File: src/hdl/stbs_pkg.sv
package stbs_pkg;

  // Table geometry.
  localparam int TABLE_DEPTH = 256;
  localparam int ADDR_W      = $clog2(TABLE_DEPTH);
  localparam int COUNT_W     = $clog2(TABLE_DEPTH + 1);
  localparam int POS_W       = 8;
  localparam int VALUE_W     = 32;

  // Item commands.
  localparam logic CMD_WRITE  = 1'b0;
  localparam logic CMD_SEARCH = 1'b1;

  typedef struct packed {
    logic                      cmd;
    logic [POS_W-1:0]          entry_position;
    logic signed [VALUE_W-1:0] item_value;
  } item_t;

  typedef struct packed {
    logic             found;
    logic [POS_W-1:0] match_position;
  } result_t;

  // Controller to datapath.
  typedef struct packed {
    logic accept_write;
    logic start_search;
    logic probe;
    logic compare;
    logic load_out;
  } ctrl_cmd_t;

  // Datapath to controller.
  typedef struct packed {
    logic window_empty;
    logic key_match;
  } dp_status_t;

endpackage

File: src/hdl/stbs_ctrl.sv
module stbs_ctrl
  import stbs_pkg::*;
(
  input  logic       clk,
  input  logic       rst,
  input  logic       item_valid,
  input  logic       item_cmd,
  output logic       item_stall,
  output logic       result_valid,
  input  logic       result_stall,
  input  dp_status_t status,
  output ctrl_cmd_t  cmd
);

  typedef enum logic [3:0] {
    S_IDLE    = 4'b0001,
    S_PROBE   = 4'b0010,
    S_COMPARE = 4'b0100,
    S_FINISH  = 4'b1000
  } state_t;

  state_t state;
  state_t state_next;
  logic   out_full;
  logic   out_full_next;

  assign item_stall   = (state != S_IDLE);
  assign result_valid = out_full;

  always_comb begin
    state_next = state;
    cmd        = '0;
    unique case (state)
      S_IDLE: begin
        if (item_valid) begin
          if (item_cmd == CMD_SEARCH) begin
            cmd.start_search = 1'b1;
            state_next       = S_PROBE;
          end else begin
            cmd.accept_write = 1'b1;
          end
        end
      end
      S_PROBE: begin
        cmd.probe  = 1'b1;
        state_next = status.window_empty ? S_FINISH : S_COMPARE;
      end
      S_COMPARE: begin
        cmd.compare = 1'b1;
        state_next  = status.key_match ? S_FINISH : S_PROBE;
      end
      S_FINISH: begin
        if (!out_full || !result_stall) begin
          cmd.load_out = 1'b1;
          state_next   = S_IDLE;
        end
      end
      default: begin
        state_next = S_IDLE;
      end
    endcase
  end

  always_comb begin
    out_full_next = out_full;
    if (cmd.load_out) begin
      out_full_next = 1'b1;
    end else if (!result_stall) begin
      out_full_next = 1'b0;
    end
  end

  always_ff @(posedge clk) begin
    if (rst) begin
      state    <= S_IDLE;
      out_full <= 1'b0;
    end else begin
      state    <= state_next;
      out_full <= out_full_next;
    end
  end

endmodule

File: config.mk
export PLATFORM = sky130hd
export DESIGN_NAME = stbs_ctrl
export DESIGN_NICKNAME = d
export VERILOG_FILES = /design/src/hdl/stbs_pkg.sv /design/src/hdl/stbs_ctrl.sv
export SDC_FILE = /design/constraint.sdc
export NUM_CORES = 1
export LEC_CHECK = 0
export ABC_AREA = 1
export BUFFER_PORTS_ARGS = -buffer_cell sky130_fd_sc_hd__clkbuf_2
export CAP_MARGIN = 0
export CORE_AREA = 5 5 42 44
export CTS_BUF_LIST = sky130_fd_sc_hd__clkbuf_8
export CTS_CLUSTER_SIZE = 25
export DETAILED_ROUTE_END_ITERATION = 16
export DIE_AREA = 0 0 47 49
export GPL_TIMING_DRIVEN = 1
export PLACE_DENSITY = 0.54
export SLEW_MARGIN = 20
export SYNTH_ARGS = -nofsm -noshare
export SYNTH_HDL_FRONTEND = slang
export SYNTH_SLANG_ARGS = --single-unit
export TNS_END_PERCENT = 30
File: constraint.sdc
create_clock -name clk -period 1.09 [get_ports clk]
set_input_delay 0.0545 -clock clk [delete_from_list [all_inputs] [get_ports clk]]
set_output_delay 0.0545 -clock clk [all_outputs]
set_load 0.005 [all_outputs]
* Word level (Yosys, flattened, before mapping)
Cells that the tools add are included.
** Cells by class
- Mux-type cells :: 16
- Eq/ne operators :: 9
- Reductions and logical operators :: 4
** Operator list (number)
- 4-bit 2-to-1 mux :: 5
- 4-bit one-hot mux with 4 select lines :: 1
- 1-bit 2-to-1 mux :: 8
- 2-bit inequality test (second input constant) :: 3
- 4-bit by 1-bit == test with 1-bit output (second input constant) :: 1
- 4-bit by 2-bit == test with 1-bit output (second input constant) :: 1
- 4-bit by 3-bit == test with 1-bit output (second input constant) :: 1
- 4-bit == test (second input constant) :: 1
- 2-bit 2-to-1 mux :: 2
- 4-bit by 1-bit inequality test with 1-bit output (second input constant) :: 1
- 3-bit AND reduction :: 1
- 1-bit zero test :: 2
- 2-bit by 1-bit inequality test with 1-bit output (second input constant) :: 1
- 1-bit logical OR :: 1
** Storage, ports and cells
- Output and inout bits :: 7
- Bits of input ports :: 7
- Bits in registers :: 5
- Logic and storage cells :: 31

* Logic depth before layout (Yosys ltp)
- Word-level depth :: 5
- Gate-level depth with buffers :: 6
- Depth with buffers taken out :: 6

* Least setup slack after synthesis
Ideal clock, no wire load.
- Path type :: reg2reg
- Start point :: reg state[1]
- End point :: reg state[1]
- Arrival :: 735 ps
- Library setup time :: 112 ps
- Required time :: 978 ps
- Clock period less this slack :: 847 ps
- Stages on the path, launching flop included :: 5
- Slack :: 243 ps
- Path buffers :: 0
- Path through :: dfxtp_1 nor2_2 nand3_2 nand3_1 nor2_2
** On the way
- Word-level cells in the longest chain between the ends :: 3
- Elaborated cells between the ends (all ways) :: 9
- Classes of those cells :: eq/ne (7); mux (1); reduce/logical (1)
** Ends and longest elaborated chain
- start: declaration :: line stbs_ctrl.sv:22 : state_t state;
- start signal: assignment :: line stbs_ctrl.sv:78 : state <= state_next;
- 4-bit == test or 4-bit by 1-bit == test with 1-bit output (tied branches) :: line stbs_ctrl.sv:33 : unique case (state)
- 2-bit inequality test (no source line)
- 3-bit AND reduction (no source line)
Parallel ways exist; a longest one is shown, timed or not.
A chain may end at the register's enable or synchronous reset.

==> metrics.md <==
| Metric | Value |
|---|---|
| Outcome | finished, violations left |
| Failing checks | negative setup slack |
| Placed Cells | 75 |
| Required @ worst endpoint | 1.04 ns |
| Clk buf depth | 2 |
| Hold Slack | 0.0166 ns |
| RR Startpoint | state[1]$_SDFFE_PP0P_ |
| FF+latch count, synth | 5 |
| Setup Fix Bufs, Post-CTS | 0 |
| Power Total | 775 uW |
| Reg2reg end | state[0]$_SDFFE_PP1P_ |
| CTS tree | built |
| Syn_nets | 54 |
| Met1 usage | 9.89% |
| Post-Syn Area | 313 sq um |
| Hold path start | status[1] |
| Final Hold Vio Count | 0 |
| Crit-path cells | inv_2 > nor2_2 > nand2_2 > nor3b_2 > buf_2 |
| Register area share after synthesis | 32.0% |
| CTS clock-pin slew for the worst setup and hold paths | 0.03 ns |
| Root buffer cell | clkbuf_8 |
| Hold Crit Class | input pin to register |
| Synth unique cells | 13 |
| # rows | 14 |
| DRT Pass-1 Iters | 2 |
| Port bufs | 13 |
| Vias in the first global route | 271 |
| Setup WS pre-CTS | 0.125 ns |
| Clk_skew | 0.000432 ns |
| Yosys warns | 0 |
| Io pins | 14 |
| Pwr dens | 1730 nW/um^2 |
| Routed Antenna Nets | 0 |
| End of the critical path | cmd[4] |
| ANT cells | 0 |
| Routed vias/inst | 3.94 |
| All-Layer GR Usage | 7.18% |
| Drt total wl | 689 um |
| Fin. max-slew vios | 0 |
| GR Util met2 | 8.14% |
| Fin cells | 79 |
| Final setup vio count | 2 |
| DR vias | 311 |
| Hold_buf cts | 0 |
| Area Overhead vs Synth | 43.2% |
| Max rail drop VDD | 0.620 mV |
| Placed Instance Area | 390 sq um |
| Clk Latency, worst-skew pair | 0.22 ns |
| Reg2Reg Depth | 4 |
| CP max-delay cell | dfxtp_2 |
| Worst slew pin tran | 0.205 ns |
| Largest net degree at the start of global routing | 6 |
| Residual DRC count | 0 |
| Worst Path Arrival | 1.08 ns |
| Grt total ovfl | 0 |
| Final period utilization | 104% |
| First-pass GRT wire length | 1130 um |
| Die X-Extent | 47 um |
| Final Util | 32.0% |
| Max stage delay on crit path | 0.35 ns |
| Initial Util | 22.3% |
| Worst setup EP type | primary output |
| Syn Inst Count | 47 |
| Critical path startpoint | state[0]$_SDFFE_PP1P_ |
| CP max FO | 5 |
| Clock sinks | 5 |
| H-tree depth | 1 |
| GPL Wtd Cong | 0.766 |
| GR peak layer | met1 |
| R2R Setup Slk | 0.16 ns |
| Layout cells sized above 1 | 52.4% |
| Core Area | 1400 sq um |
| Die area | 2300 sq um |
| RSZ-0062 raised after global routing | true |
| Synth top area cells | dfxtp_1 32%, inv_1 12%, nor2_2 12% |
| Post-DP HPWL | 584 um |
| 1st-iter DRT viols | 6 |
| Final TNS setup | -0.0575 ns |
| Minimum clock period | 1.14 ns |
| Fin worst setup slack | -0.0451 ns |
| Largest area contributor in the netlist | dfxtp_1 |
| Maxcap violations | 0 |
| Initial antenna violation count | 0 |
| Finished layout cell area | 448 sq um |
| WL/cell | 8.72 um |
| Top cell type's share of synthesized area | 32.0% |
| CP startpoint kind | register |
| Fmax | 881 MHz |
| P_leak | 0.258 nW |
| Chip height | 49 um |
| Setup CP Type | register to primary output |
| Syn avg cell area | 6.66 sq um |
| CTS Buf Count | 3 |
| Nets | 71 |
| Slew headroom | 86.3% |
| GR met3 Demand/Resource | 3.32% |
## placed cells by master (no fill, tap or decap)
cell | synthesis | routed
dfxtp_2 | 0 | 4
buf_2 | 0 | 1
nor3_2 | 1 | 1
dfxtp_1 | 5 | 1
inv_2 | 0 | 1
clkbuf_8 | 0 | 3
nand2_1 | 8 | 8
nor2_4 | 0 | 1
nand3_2 | 1 | 1
nand2_2 | 2 | 2
nor2_1 | 5 | 4
nor3b_2 | 1 | 1
nand4_1 | 1 | 1
a21oi_1 | 1 | 1
inv_1 | 10 | 10
clkbuf_2 | 0 | 12
nand3_1 | 5 | 5
nor2_2 | 6 | 6
## logic make-up after synthesis
family,share of synthesized area [%]
AOI/OAI and AO/OA,1.60
buffers and inverters,14.4
DFF,32.0
and+or+nand+nor,52.0
## timing repair
item	in CTS	in global routing
gates cloned	0	0
setup endpoints to repair	4	5
resized for setup	6	2
pin swaps	2	0
## worst min path at each step
stage                                  endpoint  slack, ns  depth (start not counted)
after CTS                 state[2]$_SDFFE_PP0P_       0.01                          2
after detailed placement  state[2]$_SDFFE_PP0P_       0.25                          2
after floorplan           state[2]$_SDFFE_PP0P_       0.12                          1
after global routing      state[2]$_SDFFE_PP0P_       0.03                          2
after global placement    state[2]$_SDFFE_PP0P_       0.25                          2
final                     state[2]$_SDFFE_PP0P_       0.02                          2
## flip-flops by register name, summed over array words and instances, names as in the netlist
name,flops
result_valid,1
state,4
## worst max-delay path: cells and delay by family (launching register included)
kind	cells	cell delay (ns)
and+or+nand+nor	3	0.35
DFF	1	0.35
buffers and inverters	2	0.16
## final cells by class
cell class / instances / area (sq um)
flip-flops and latches: 5 / 105
clock inverters: 1 / 3.75
inverters: 10 / 37.5
clock buffers: 3 / 41.3
fillers: 168 / 953
well taps: 16 / 20.0
repair buffers: 13 / 65.1
multi-input cells: 31 / 175
## synth_stat cells
cell type   n
dfxtp_1     5
nand3_2     1
nand4_1     1
nor3b_2     1
inv_1      10
nand2_2     2
nor3_2      1
buf_4       1
a21oi_1     1
nand3_1     5
nand2_1     8
nor2_2      6
nor2_1      5
## layer usage
metal	vias to the layer above	wire length, um	part of all wire (%)
met3	3	79	11
met2	17	221	32
met4	0	27	3.9
li1	172	-	-
met1	119	360	52
met5	-	0	0
## power breakdown
| group | internal [mW] | switching [mW] | total, mW | leakage [nW] |
|---|---|---|---|---|
| registers | 0.211 | 0.0252 | 0.236 | 0.0418 |
| logic | 0.0860 | 0.122 | 0.208 | 0.190 |
| clock network | 0.241 | 0.0897 | 0.331 | 0.0269 |
Note: power is estimated with default switching activity, not from simulation.
